==> src/hdl/assert_macros.svh <==
// Assertion macros shared by the RTL files.
// Every macro samples on the rising clock edge and is disabled while reset is low.
`ifndef ASSERT_MACROS_SVH
`define ASSERT_MACROS_SVH
`ifndef SYNTHESIS
// The expression must hold at every clock edge.
`define ASSERT_ALWAYS(lbl, clk, rst_n, expr, msg) \
    lbl: assert property (@(posedge clk) disable iff (!rst_n) (expr)) else $error(msg);
// The consequent must hold in the cycle after the antecedent.
`define ASSERT_NEXT(lbl, clk, rst_n, ante, cons, msg) \
    lbl: assert property (@(posedge clk) disable iff (!rst_n) (ante) |=> (cons)) \
        else $error(msg);
`else
`define ASSERT_ALWAYS(lbl, clk, rst_n, expr, msg)
`define ASSERT_NEXT(lbl, clk, rst_n, ante, cons, msg)
`endif
`endif

==> src/hdl/dau_pkg.sv <==
package dau_pkg;

    typedef enum logic [2:0] {
        OP_AAA = 3'd0,
        OP_AAS = 3'd1,
        OP_DAA = 3'd2,
        OP_DAS = 3'd3,
        OP_AAM = 3'd4,
        OP_AAD = 3'd5
    } t_op;

    // Pipeline shape: four register stages, two quotient bits of the AAM divide in each.
    localparam int PIPE_DEPTH = 4;
    localparam int DIV_STEPS  = 2;

    localparam logic [15:0] UNPACKED_ADJ = 16'h0106;
    localparam logic [3:0]  NIBBLE_MAX   = 4'd9;
    localparam logic [7:0]  PACKED_MAX   = 8'h99;
    localparam logic [7:0]  LOW_ADJ      = 8'h06;
    localparam logic [7:0]  HIGH_ADJ     = 8'h60;

    // Partial remainder and the shared dividend / quotient shift register.
    typedef struct packed {
        logic [7:0] rem;
        logic [7:0] dq;
    } t_div;

    typedef struct packed {
        logic [15:0] ax;
        logic        af;
        logic        cf;
    } t_adj;

    typedef struct packed {
        t_op        op;
        logic [7:0] base;
        logic [7:0] aad;
        t_div       div;
        t_adj       res;
        logic       de;
    } t_item;

endpackage

==> src/hdl/dau_in_if.sv <==
interface dau_in_if;
    logic        valid;
    logic        ready;
    logic [2:0]  operation;
    logic [15:0] ax_in;
    logic        adjust_in;
    logic        carry_in;
    logic [7:0]  immediate_base;

    modport source (
        output valid, operation, ax_in, adjust_in, carry_in, immediate_base,
        input  ready
    );
    modport sink (
        input  valid, operation, ax_in, adjust_in, carry_in, immediate_base,
        output ready
    );
endinterface

==> src/hdl/dau_out_if.sv <==
interface dau_out_if;
    logic        valid;
    logic        ready;
    logic [15:0] ax_out;
    logic        adjust_out;
    logic        carry_out;
    logic        divide_error;

    modport source (
        output valid, ax_out, adjust_out, carry_out, divide_error,
        input  ready
    );
    modport sink (
        input  valid, ax_out, adjust_out, carry_out, divide_error,
        output ready
    );
endinterface

==> src/hdl/dau_bcd_adjust.sv <==
module dau_bcd_adjust (
    input  dau_pkg::t_op  i_op,
    input  logic [15:0]   i_ax,
    input  logic          i_af,
    input  logic          i_cf,
    output dau_pkg::t_adj o_res
);
    import dau_pkg::*;

    logic [7:0]  al;
    logic        fix_lo;
    logic        fix_hi;
    logic [7:0]  lo_adj;
    logic [7:0]  hi_adj;
    logic [15:0] ax_sum;
    logic [15:0] ax_dif;
    logic [7:0]  al_add;
    logic [7:0]  al_sub;

    assign al     = i_ax[7:0];
    assign fix_lo = (al[3:0] > NIBBLE_MAX) || i_af;
    assign fix_hi = (al > PACKED_MAX) || i_cf;
    assign lo_adj = fix_lo ? LOW_ADJ : 8'h00;
    assign hi_adj = fix_hi ? HIGH_ADJ : 8'h00;
    assign ax_sum = i_ax + UNPACKED_ADJ;
    assign ax_dif = i_ax - UNPACKED_ADJ;
    assign al_add = al + lo_adj + hi_adj;
    assign al_sub = al - lo_adj - hi_adj;

    always_comb begin
        o_res = '{ax: i_ax, af: i_af, cf: i_cf};
        unique case (i_op)
            OP_AAA: begin
                o_res.ax = fix_lo ? {ax_sum[15:8], 4'h0, ax_sum[3:0]}
                                  : {i_ax[15:8], 4'h0, i_ax[3:0]};
                o_res.af = fix_lo;
                o_res.cf = fix_lo;
            end
            OP_AAS: begin
                o_res.ax = fix_lo ? {ax_dif[15:8], 4'h0, ax_dif[3:0]}
                                  : {i_ax[15:8], 4'h0, i_ax[3:0]};
                o_res.af = fix_lo;
                o_res.cf = fix_lo;
            end
            OP_DAA: begin
                o_res.ax = {i_ax[15:8], al_add};
                o_res.af = fix_lo;
                o_res.cf = fix_hi;
            end
            OP_DAS: begin
                // The low correction borrows out of AL when AL is below six.
                o_res.ax = {i_ax[15:8], al_sub};
                o_res.af = fix_lo;
                o_res.cf = fix_hi || (fix_lo && (i_cf || (al < LOW_ADJ)));
            end
            default: begin
            end
        endcase
    end

endmodule

==> src/hdl/dau_div_stage.sv <==
module dau_div_stage (
    input  dau_pkg::t_div i_div,
    input  logic [7:0]    i_base,
    output dau_pkg::t_div o_div
);
    import dau_pkg::*;

    logic [8:0] trial;
    t_div       d;

    // Restoring division, one quotient bit per step.
    always_comb begin
        d     = i_div;
        trial = '0;
        for (int s = 0; s < DIV_STEPS; s++) begin
            trial = {d.rem, d.dq[7]};
            if (trial >= {1'b0, i_base}) begin
                d.rem = 8'(trial - {1'b0, i_base});
                d.dq  = {d.dq[6:0], 1'b1};
            end else begin
                d.rem = trial[7:0];
                d.dq  = {d.dq[6:0], 1'b0};
            end
        end
        o_div = d;
    end

endmodule

==> src/hdl/decimal_adjust_unit.sv <==
// Decimal adjust unit: executes the x86 AAA, AAS, DAA, DAS, AAM and AAD
// instructions on a 16-bit AX value with the adjust and carry flags. Every
// transfer on the input channel yields exactly one transfer on the output
// channel, in order. The unit is a four-stage pipeline: a result is offered on
// the output from the last stage and leaves once the output is ready; a new
// item can be taken in every cycle unless a stalled output fills all stages.
// The depth is set by the AAM divide, which resolves two quotient bits per
// stage; the AAD multiply sits in the first stage and its add in the second.
// Empty stages fill while the output is stalled, so the input keeps taking
// items until all four stages hold one. AAM with a zero base raises
// divide_error and returns AX and the flags unchanged; AAM and AAD never
// change the flags, and the unused operation codes pass AX and the flags
// through. Sign, zero and parity flags are not produced.
`include "assert_macros.svh"

module decimal_adjust_unit (
    input  logic      i_clk,
    input  logic      i_rst_n,
    dau_in_if.sink    i_in,
    dau_out_if.source o_out
);
    import dau_pkg::*;

    // Per-stage valid bits and payload; the last stage is the output register.
    logic [PIPE_DEPTH-1:0] r_v;
    logic [PIPE_DEPTH-1:0] n_v;
    t_item                 r_item [PIPE_DEPTH];
    t_item                 n_item [PIPE_DEPTH];

    // A stage may load when it is empty or when its contents move on.
    logic [PIPE_DEPTH:0]   w_rdy;

    t_op                   w_op;
    t_adj                  w_bcd;
    logic [15:0]           w_prod;
    t_div                  w_div_in [PIPE_DEPTH];
    logic [7:0]            w_base   [PIPE_DEPTH];
    t_div                  w_div    [PIPE_DEPTH];

    assign w_rdy[PIPE_DEPTH] = o_out.ready;

    genvar k;
    generate
        for (k = 0; k < PIPE_DEPTH; k++) begin : g_stage
            assign w_rdy[k] = !r_v[k] || w_rdy[k+1];

            if (k == 0) begin : g_first
                // The divide starts with a zero remainder and AL as dividend.
                assign w_div_in[k] = '{rem: 8'h00, dq: i_in.ax_in[7:0]};
                assign w_base[k]   = i_in.immediate_base;
            end else begin : g_rest
                assign w_div_in[k] = r_item[k-1].div;
                assign w_base[k]   = r_item[k-1].base;
            end

            dau_div_stage u_div (
                .i_div  (w_div_in[k]),
                .i_base (w_base[k]),
                .o_div  (w_div[k])
            );
        end
    endgenerate

    assign i_in.ready = w_rdy[0];

    assign w_op   = t_op'(i_in.operation);
    assign w_prod = i_in.ax_in[15:8] * i_in.immediate_base;

    // The packed and unpacked BCD corrections finish in the first stage and
    // then ride along with the item.
    dau_bcd_adjust u_bcd (
        .i_op  (w_op),
        .i_ax  (i_in.ax_in),
        .i_af  (i_in.adjust_in),
        .i_cf  (i_in.carry_in),
        .o_res (w_bcd)
    );

    always_comb begin
        n_v = {r_v[PIPE_DEPTH-2:0], i_in.valid};

        n_item[0] = '{op: w_op, base: i_in.immediate_base, aad: w_prod[7:0],
                      div: w_div[0], res: w_bcd, de: 1'b0};
        for (int s = 1; s < PIPE_DEPTH; s++) begin
            n_item[s]     = r_item[s-1];
            n_item[s].div = w_div[s];
        end

        // AAD: AL + AH * base, with the product registered one stage earlier.
        n_item[1].aad = r_item[0].aad + r_item[0].res.ax[7:0];

        // The last stage completes the divide and selects the AAM or AAD result.
        unique case (r_item[PIPE_DEPTH-2].op)
            OP_AAM: begin
                if (r_item[PIPE_DEPTH-2].base == 8'h00) begin
                    n_item[PIPE_DEPTH-1].de = 1'b1;
                end else begin
                    n_item[PIPE_DEPTH-1].res.ax = {w_div[PIPE_DEPTH-1].dq,
                                                   w_div[PIPE_DEPTH-1].rem};
                end
            end
            OP_AAD: begin
                n_item[PIPE_DEPTH-1].res.ax = {8'h00, r_item[PIPE_DEPTH-2].aad};
            end
            default: begin
            end
        endcase
    end

    always_ff @(posedge i_clk) begin
        if (!i_rst_n) begin
            r_v <= '0;
        end else begin
            for (int s = 0; s < PIPE_DEPTH; s++) begin
                if (w_rdy[s]) begin
                    r_v[s] <= n_v[s];
                end
            end
        end
    end

    always_ff @(posedge i_clk) begin
        for (int s = 0; s < PIPE_DEPTH; s++) begin
            if (w_rdy[s]) begin
                r_item[s] <= n_item[s];
            end
        end
    end

    assign o_out.valid        = r_v[PIPE_DEPTH-1];
    assign o_out.ax_out       = r_item[PIPE_DEPTH-1].res.ax;
    assign o_out.adjust_out   = r_item[PIPE_DEPTH-1].res.af;
    assign o_out.carry_out    = r_item[PIPE_DEPTH-1].res.cf;
    assign o_out.divide_error = r_item[PIPE_DEPTH-1].de;

    // A divide error only ever comes from AAM with a zero base.
    `ASSERT_ALWAYS(a_de_source, i_clk, i_rst_n,
        !(r_v[PIPE_DEPTH-1] && r_item[PIPE_DEPTH-1].de) ||
        (r_item[PIPE_DEPTH-1].op == OP_AAM && r_item[PIPE_DEPTH-1].base == 8'h00),
        "divide error without AAM by zero")

    // The AAM remainder must be below the base.
    `ASSERT_ALWAYS(a_aam_rem, i_clk, i_rst_n,
        !(r_v[PIPE_DEPTH-1] && r_item[PIPE_DEPTH-1].op == OP_AAM &&
          r_item[PIPE_DEPTH-1].base != 8'h00) ||
        (r_item[PIPE_DEPTH-1].res.ax[7:0] < r_item[PIPE_DEPTH-1].base),
        "AAM remainder not below base")

    // AAA and AAS set both flags from the same adjust decision.
    `ASSERT_ALWAYS(a_unpacked_flags, i_clk, i_rst_n,
        !(r_v[PIPE_DEPTH-1] && (r_item[PIPE_DEPTH-1].op == OP_AAA ||
                                r_item[PIPE_DEPTH-1].op == OP_AAS)) ||
        (r_item[PIPE_DEPTH-1].res.af == r_item[PIPE_DEPTH-1].res.cf),
        "AAA or AAS flags disagree")

    // A full stage that cannot move on keeps its item.
    `ASSERT_NEXT(a_stage_hold, i_clk, i_rst_n,
        r_v[PIPE_DEPTH-2] && !w_rdy[PIPE_DEPTH-1],
        r_v[PIPE_DEPTH-2] && $stable(r_item[PIPE_DEPTH-2]),
        "stalled stage lost its item")

endmodule
==> src/flat_wrapper.sv <==
// flat-port wrapper written by rule: the top's interface ports become plain ports
module decimal_adjust_unit_flat import dau_pkg::*;
  (i_clk, i_rst_n, i_in_valid, i_in_operation, i_in_ax_in, i_in_adjust_in, i_in_carry_in, i_in_immediate_base, i_in_ready, o_out_valid, o_out_ax_out, o_out_adjust_out, o_out_carry_out, o_out_divide_error, o_out_ready);
  dau_in_if i_in_i ();
  dau_out_if o_out_i ();
  input  logic i_clk;
  input  logic i_rst_n;
  input wire logic [$bits(i_in_i.valid)-1:0] i_in_valid;
  input wire logic [$bits(i_in_i.operation)-1:0] i_in_operation;
  input wire logic [$bits(i_in_i.ax_in)-1:0] i_in_ax_in;
  input wire logic [$bits(i_in_i.adjust_in)-1:0] i_in_adjust_in;
  input wire logic [$bits(i_in_i.carry_in)-1:0] i_in_carry_in;
  input wire logic [$bits(i_in_i.immediate_base)-1:0] i_in_immediate_base;
  output wire logic [$bits(i_in_i.ready)-1:0] i_in_ready;
  output wire logic [$bits(o_out_i.valid)-1:0] o_out_valid;
  output wire logic [$bits(o_out_i.ax_out)-1:0] o_out_ax_out;
  output wire logic [$bits(o_out_i.adjust_out)-1:0] o_out_adjust_out;
  output wire logic [$bits(o_out_i.carry_out)-1:0] o_out_carry_out;
  output wire logic [$bits(o_out_i.divide_error)-1:0] o_out_divide_error;
  input wire logic [$bits(o_out_i.ready)-1:0] o_out_ready;
  assign i_in_i.valid = i_in_valid;
  assign i_in_i.operation = i_in_operation;
  assign i_in_i.ax_in = i_in_ax_in;
  assign i_in_i.adjust_in = i_in_adjust_in;
  assign i_in_i.carry_in = i_in_carry_in;
  assign i_in_i.immediate_base = i_in_immediate_base;
  assign i_in_ready = i_in_i.ready;
  assign o_out_valid = o_out_i.valid;
  assign o_out_ax_out = o_out_i.ax_out;
  assign o_out_adjust_out = o_out_i.adjust_out;
  assign o_out_carry_out = o_out_i.carry_out;
  assign o_out_divide_error = o_out_i.divide_error;
  assign o_out_i.ready = o_out_ready;
  decimal_adjust_unit u_core (.i_clk(i_clk), .i_rst_n(i_rst_n), .i_in(i_in_i), .o_out(o_out_i));
endmodule
==> config.mk <==
export PLATFORM = sky130hd
export DESIGN_NAME = decimal_adjust_unit_flat
export DESIGN_NICKNAME = d
export VERILOG_FILES = /design/src/hdl/dau_pkg.sv /design/src/hdl/dau_in_if.sv /design/src/hdl/dau_out_if.sv /design/src/hdl/dau_bcd_adjust.sv /design/src/hdl/dau_div_stage.sv /design/src/hdl/decimal_adjust_unit.sv /design/src/flat_wrapper.sv
export VERILOG_INCLUDE_DIRS = /design/src /design/src/hdl
export SDC_FILE = /design/constraint.sdc
export NUM_CORES = 1
export LEC_CHECK = 0
export BUFFER_PORTS_ARGS = -buffer_cell sky130_fd_sc_hd__buf_2
export CORE_MARGIN = 2
export CORE_UTILIZATION = 45
export DETAILED_ROUTE_END_ITERATION = 12
export MAX_ROUTING_LAYER = met4
export PLACE_DENSITY_LB_ADDON = 0.15
export SLEW_MARGIN = 20
export SYNTH_ARGS = -nofsm -noshare
export SYNTH_HDL_FRONTEND = slang
export SYNTH_SLANG_ARGS = --single-unit
==> constraint.sdc <==
create_clock -name i_clk -period 5.6 [get_ports i_clk]
set_input_delay 0.56 -clock i_clk [delete_from_list [all_inputs] [get_ports i_clk]]
set_output_delay 0.56 -clock i_clk [all_outputs]
set_load 0.1 [all_outputs]
==> results.yml, run 1 <==
sta:
  tightestPinTransition_ns: 0.950
  min_period_over_period_pct: 81.3
  fin_tns_setup_ns: 0
  rsz0062_at_grt: "false"
  period_minus_slack_ns: 4.56
  slew_headroom_pct: 36.3
  slew_viol_final: 0
  fmax_mhz: 220
  final_hold_viol_count: 0
  skew_ns: 0.0130
  setup_viol: 0
routing:
  vias: 7413
  vias_per_cell: 5.36
  detail_route.wl_per_cell_um: 17.0
  drt_iter0_markers: 559
  drc_errors: 0
  final_antenna_net_count: 0
  drt-total-wl_um: 23500
  firstDrtPassIters: 5
min_path:
  holdPathStages: 3
  hold_path.class: "in2reg"
cells_and_area:
  layout_commonest_cell: "edfxtp_1"
  areaGrowthSynthToFinish_pct: 11.2
  final_cell_mix: "edfxtp_1, inv_1, ha_1, nor2_1, buf_2"
  fin_nets: 1197
  final_core_util_pct: 51.3
  n_antenna_cell: 0
  drive_gt1_share_pct: 12.5
clocking:
  htree_levels: 4
  cts_sinks: 182
  cts-resized-gates: 0
  clockBufferDepth: 2
  clock-root-buffer: "clkbuf_16"
  clk_pin_slew_ns: 0.06
  post-cts-setup-buffers: 0
  cts_buffers: 17
  clk_latency_ns: 0.43
  tritoncts: "yes"
  cts-hold-fix-buffers: 0
synth:
  synthTopCellsByArea: "edfxtp_1, ha_1, inv_1"
  yosys-mux-area-fraction_pct: 3.76
  netlist_area_um2: 11200
  netlist.area_leader.share_pct: 47.5
  synth-simple-area-share_pct: 10.9
  synth-edff-count: 178
  synth_top_family_by_area: "adder cells"
  synthAdderAreaFrac_pct: 14.6
  synth_top_area_cell: "edfxtp_1"
  synth_nets: 1137
  synth_xor_area_share_pct: 4.91
  netlist-cell-type-count: 72
  synth_seq_cells: 182
  yosysWarnings: 0
  seq_area_frac_synth_pct: 48.3
  synthFlopType: "edfxtp_1"
  syn_area_per_cell_um2: 11.4
  async_flop_share_pct: 0
  syn_inst: 985
  synth_compound_area_share_pct: 13.2
critical_path:
  arrival_ns: 4.72
  path_depth: 14
  end_kind: "register"
  crit_family: "simple AND/OR/NAND/NOR gates"
  crit_chain: "inv_1 > ha_1 > nor2b_1 > o31a_1 > o211a_1 > nor2_2 > mux2i_1 > ha_1 > nor2b_1 > o211ai_1 > a32oi_1 > o21a_1 > nor3_2 > mux2_2"
  required_ns: 5.77
  crit_type: "reg2reg"
  rrSetupSlack_ns: 1.04
  cpPeakStageDelay_ns: 0.52
  ff2ff_path_depth: 14
  crit_path_top_delay_cell: "nor3_2"
  path_buf_inv: 1
  cp-start-kind: "register"
  crit_fanout: 9
grt:
  grt_pass1_wl_um: 38500
  grt_overflow: 0
  grtUsageMet1_pct: 27.0
  grt_usage_pct: 19.4
  use_met2_pct: 29.6
  busiest_layer: "met2"
  grt_pass1_vias: 7244
  antenna_found_initial: 0
  grt_max_degree: 55
  met3_usage_pct: 2.37
placed_design:
  io_buffers: 53
  gp_congestion: 0.890
  dp_hpwl_um: 17800
floorplanning:
  core.rowCount: 57
  initial_core_util_pct: 46.1
  ios: 54
  coreArea_um2: 24400
  die_h_um: 162
  dieArea_um2: 26300
  die_w_um: 162
job:
  cap_violations: 0
outcome:
  outcome: "finished clean"
power_and_ir_drop:
  powerDensity_nw_per_um2: 395
  peakVddDrop_mv: 0.272
  power.leakage_nw: 5.32
logic make-up (layout without fill, tap and decap cells):
logic type	Yosys count	count (layout)
adder cells (fa/ha/maj)	119	119
buffers and inverters	129	202
AND/OR/NAND/NOR	236	236
AO/OA/AOI/OAI	217	217
flip-flops	182	182
XOR/XNOR	63	63
multiplexers	39	39
sequential cells by signal, summed over array words and instances (netlist names):
name and count:
u_core.r_item 178, u_core.r_v 4
synth_stat cells (7+ instances only):
library cell and instances:
nand4_1 12, edfxtp_1 178, a21o_1 15, xor2_1 21, nand3_1 11, o21a_1 16, and2_1 21, mux2i_1 13
nor2_1 57, ha_1 98, a21oi_1 48, nand2_1 51, xnor2_1 42, inv_1 113, nor2b_1 22, clkbuf_1 12
o211ai_1 7, fa_1 21, o21bai_1 8, a211oi_1 14, o21ai_0 40, nor3_1 16, mux2_2 26, o22ai_1 9
final cells by class:
cell class	count	area, um2
multi-input cells	674	5340
well taps	324	405
flip-flops and latches	182	5430
clock inverters	15	191
fillers	2219	11900
inverters	114	428
clock buffers	17	425
repair buffers	56	288
worst paths after layout:
kind | startpoint | to
min reg2reg | u_core.r_item[1][17] | u_core.r_item[2][17]
max | u_core.r_item[0][44] | u_core.r_item[1][34]
min | i_in_valid | u_core.r_v[0]
max reg2reg | u_core.r_item[0][44] | u_core.r_item[1][34]
per-stage QoR:
step                      total power, mW  area [um2]  setup slack, ns  std cells  hold WS (ns)
final                                4.94       12500             1.04       1382         0.383
after global routing                 5.25       12500            0.723       1382         0.392
after CTS                            4.96       12500            0.998       1382         0.377
after detailed placement             3.73       11900            0.997       1350         0.405
after global placement               3.72       11900            0.965       1350         0.401
after floorplan                      3.33       11200             1.58        985         0.400
tightest hold or removal path: cells and delay by family:
kind | cells | cell delay, ns
AND/OR/NAND/NOR | 1 | 0.09
AO/OA/AOI/OAI | 1 | 0.03
buffers and inverters | 1 | 0.08
where the power goes:
part           switching [mW]  total (mW)  leakage [nW]  internal, mW
logic                    1.12        1.87          3.05         0.747
registers              0.0924        1.84          1.97          1.75
clock network           0.516        1.23         0.298         0.714
per-layer routing:
metal	wire length, um	vias to the layer above
met5	0	-
li1	-	3732
met4	504	0
met1	11300	3488
met3	875	33
met2	10800	160
Power figures use the tool's default switching activity.
==> run 2: changes to the inputs <==
--- a/config.mk
+++ b/config.mk
@@ -6,6 +6,7 @@
 export SDC_FILE = /design/constraint.sdc
 export NUM_CORES = 1
 export LEC_CHECK = 0
+export ABC_AREA = 1
 export BUFFER_PORTS_ARGS = -buffer_cell sky130_fd_sc_hd__buf_2
 export CORE_MARGIN = 2
 export CORE_UTILIZATION = 45
==> constraint.sdc (replaced) <==
create_clock -name i_clk -period 3.8 [get_ports i_clk]
set_input_delay 0.38 -clock i_clk [delete_from_list [all_inputs] [get_ports i_clk]]
set_output_delay 0.38 -clock i_clk [all_outputs]
set_load 0.1 [all_outputs]
==> results.yml, run 2 <==
outcome:
  outcome: "finished clean"
placed_design:
  dpl-instance-area_um2: 12600
  dp_hpwl_um: 20000
  dp_slack_ns: 0.0319
  io_buffers: 53
  gp_congestion: 0.887
  dp_cells: 1654
power_and_ir_drop:
  peakVddDrop_mv: 0.548
  design_power_total_mw: 8.01
  clock_power_share_pct: 21.7
  powerDensity_nw_per_um2: 605
  internal-power_mw: 4.77
  swShare_pct: 40.5
  power.leakage_nw: 6.25
  power_frac_comb_pct: 43.7
  switchingPower_mw: 3.25
  power_frac_seq_pct: 34.5
clocking:
  cts_sinks: 182
  clockBufferDepth: 2
  htree_levels: 4
  clk_latency_ns: 0.43
  clock-root-buffer: "clkbuf_16"
  tritoncts: "yes"
  cts_buffers: 17
  clk_pin_slew_ns: 0.08
  cts-hold-fix-buffers: 0
grt:
  grt_pass1_vias: 8036
  grt_overflow: 0
  antenna_found_initial: 0
  grt_usage_pct: 19.1
  grt_max_degree: 55
  grt_pass1_wl_um: 41400
synth:
  netlist-cell-type-count: 56
  synth_top_area_cell: "edfxtp_1"
  async_flop_share_pct: 0
  seq_area_frac_synth_pct: 45.6
  netlist.area_leader.share_pct: 44.9
  yosysWarnings: 0
  syn_area_per_cell_um2: 9.39
  synthTopCellsByArea: "edfxtp_1, ha_1, nand2_1"
  synth-edff-count: 178
  yosysMostFrequentCell: "nand2_1"
  synth_seq_cells: 182
  yosys-top-cells-count: "nand2_1, inv_1, edfxtp_1, ha_1, a21oi_1"
  syn_inst: 1268
  synthFlopType: "edfxtp_1"
  synth_nets: 1420
  netlist_area_um2: 11900
floorplanning:
  die_h_um: 167
  coreArea_um2: 26100
  dieArea_um2: 27800
  initial_core_util_pct: 45.7
  die_w_um: 167
  core.rowCount: 59
  ios: 54
sta:
  rsz0062_at_grt: "true"
  slew_viol_final: 0
  setup_viol: 0
  final_hold_viol_count: 0
  tightestPinTransition_ns: 0.837
  period_minus_slack_ns: 3.48
  slew_headroom_pct: 44.0
  fin_ws_ns: 0.323
  skew_ns: 0.0162
  fin_tns_setup_ns: 0
  fmax_mhz: 288
  min_period_over_period_pct: 91.5
routing:
  drt-total-wl_um: 25100
  vias_per_cell: 4.98
  detail_route.wl_per_cell_um: 14.9
  final_antenna_net_count: 0
  firstDrtPassIters: 5
  drt_iter0_markers: 599
  vias: 8394
  drc_errors: 0
cells_and_area:
  largest_reg_flops: 178
  fin_area_um2: 13300
  nFillCells: 2404
  drive_gt1_share_pct: 13.8
  fin_cells: 1687
  areaGrowthSynthToFinish_pct: 11.3
  n_antenna_cell: 0
  regMostFlops: "u_core.r_item"
  fin_nets: 1491
  final_cell_mix: "nand2_1, inv_1, edfxtp_1, ha_1, a21oi_1"
  layout_commonest_cell: "nand2_1"
  top_regs: "u_core.r_item: 178 flops, u_core.r_v: 4 flops"
critical_path:
  rr_startpoint: "u_core.r_item[2][44]"
  setup.worst_path.start: "u_core.r_item[2][44]"
  rr_endpoint: "u_core.r_item[3][8]"
  arrival_ns: 3.67
  cp-start-kind: "register"
  crit_path_end: "u_core.r_item[3][8]"
  crit_fanout: 11
  required_ns: 3.99
  crit_type: "reg2reg"
  rrSetupSlack_ns: 0.32
  ff2ff_path_depth: 22
  end_kind: "register"
job:
  cap_violations: 0
min_path:
  hold_path.class: "in2reg"
## run 2: changes by cell type in the layout (fill, tap and decap cells not counted), moves of 17 or more
cell	previous run	this run
nor2b_1	22	0
o21ai_1	1	20
a21oi_1	48	71
xor2_1	21	38
buf_4	3	20
nand2_1	49	270
inv_1	112	199
mux2_2	26	0
nand3_1	11	56
and2_1	21	0
## run 2: worst min path at each step
stage | startpoint | end | slack, ns | cells past startpoint
after detailed placement | u_core.r_item[0][16] | u_core.r_item[1][16] | 0.40 | 0
after global routing | i_rst_n | u_core.r_v[1] | 0.16 | 2
after CTS | i_rst_n | u_core.r_v[1] | 0.14 | 2
after floorplan | u_core.r_item[0][11] | u_core.r_item[1][11] | 0.40 | 0
final | i_rst_n | u_core.r_v[1] | 0.16 | 2
after global placement | u_core.r_item[1][7] | u_core.r_item[2][7] | 0.40 | 0
## run 2: final cells by class
type / count / area (um2) / share of cell area (%)
inverter: 213 / 806 / 6.08
clock inverter: 15 / 175 / 1.32
sequential: 182 / 5430 / 40.9
multi-input combinational: 852 / 5590 / 42.2
clock buffer: 17 / 425 / 3.21
timing repair buffer: 73 / 415 / 3.13
tap: 335 / 419 / 3.16
## run 2: worst max-delay path, cell delays in order (launching register included)
cell,delay (ns)
edfxtp_1,0.41
inv_1,0.11
ha_1,0.36
nand2_1,0.07
nor2_1,0.10
nand2_1,0.07
nand3_2,0.09
nand2_2,0.13
nand2_8,0.14
inv_1,0.10
nand2_1,0.07
nand2_1,0.07
ha_1,0.33
a21oi_1,0.19
o21ai_1,0.13
nand2_1,0.08
nand3_1,0.16
nand2_4,0.16
nand4_4,0.18
nand2_1,0.10
nand3_1,0.08
nand2_1,0.06
nand2_1,0.07
## run 2: per-stage QoR
step	utilization, %	hold slack, ns
after floorplan	-	0.400
final	50.9	0.158
after CTS	50.7	0.141
after global placement	48.4	0.402
after detailed placement	48.4	0.405
after global routing	50.9	0.162
## run 2: logic make-up after synthesis
kind of cell | count (synthesis) | share of synthesized area, %
flip-flops | 182 | 45.6
buffers and inverters | 234 | 7.95
AO/OA/AOI/OAI | 182 | 9.15
AND/OR/NAND/NOR | 486 | 18.7
XOR/XNOR | 65 | 4.78
adder cells (fa/ha/maj) | 119 | 13.8
## run 2: timing repair
item                                    CTS  global route
endpoints found under the setup margin    0            12
buffers inserted                          0             1
resized for setup                         0             6
hold endpoints to repair                  0             0
## run 2: power by group through the flow
stage	combinational (mW)	sequential, mW	clock (mW)
4_1_cts	3.47	2.77	1.78
5_1_grt	3.95	2.80	1.86
6_report	3.50	2.77	1.74
2_1_floorplan	2.54	3.07	0
3_5_place_dp	3.46	2.81	0
3_3_place_gp	3.43	2.81	0
## run 2: layer usage
| metal | up-vias | track usage [%] | part of all wire (%) |
|---|---|---|---|
| met3 | 21 | 2.31 | 2.9 |
| met2 | 126 | 30.4 | 48 |
| met5 | - | - | 0 |
| li1 | 4372 | - | - |
| met1 | 3875 | 26.2 | 48 |
| met4 | 0 | 4.80 | 1.5 |
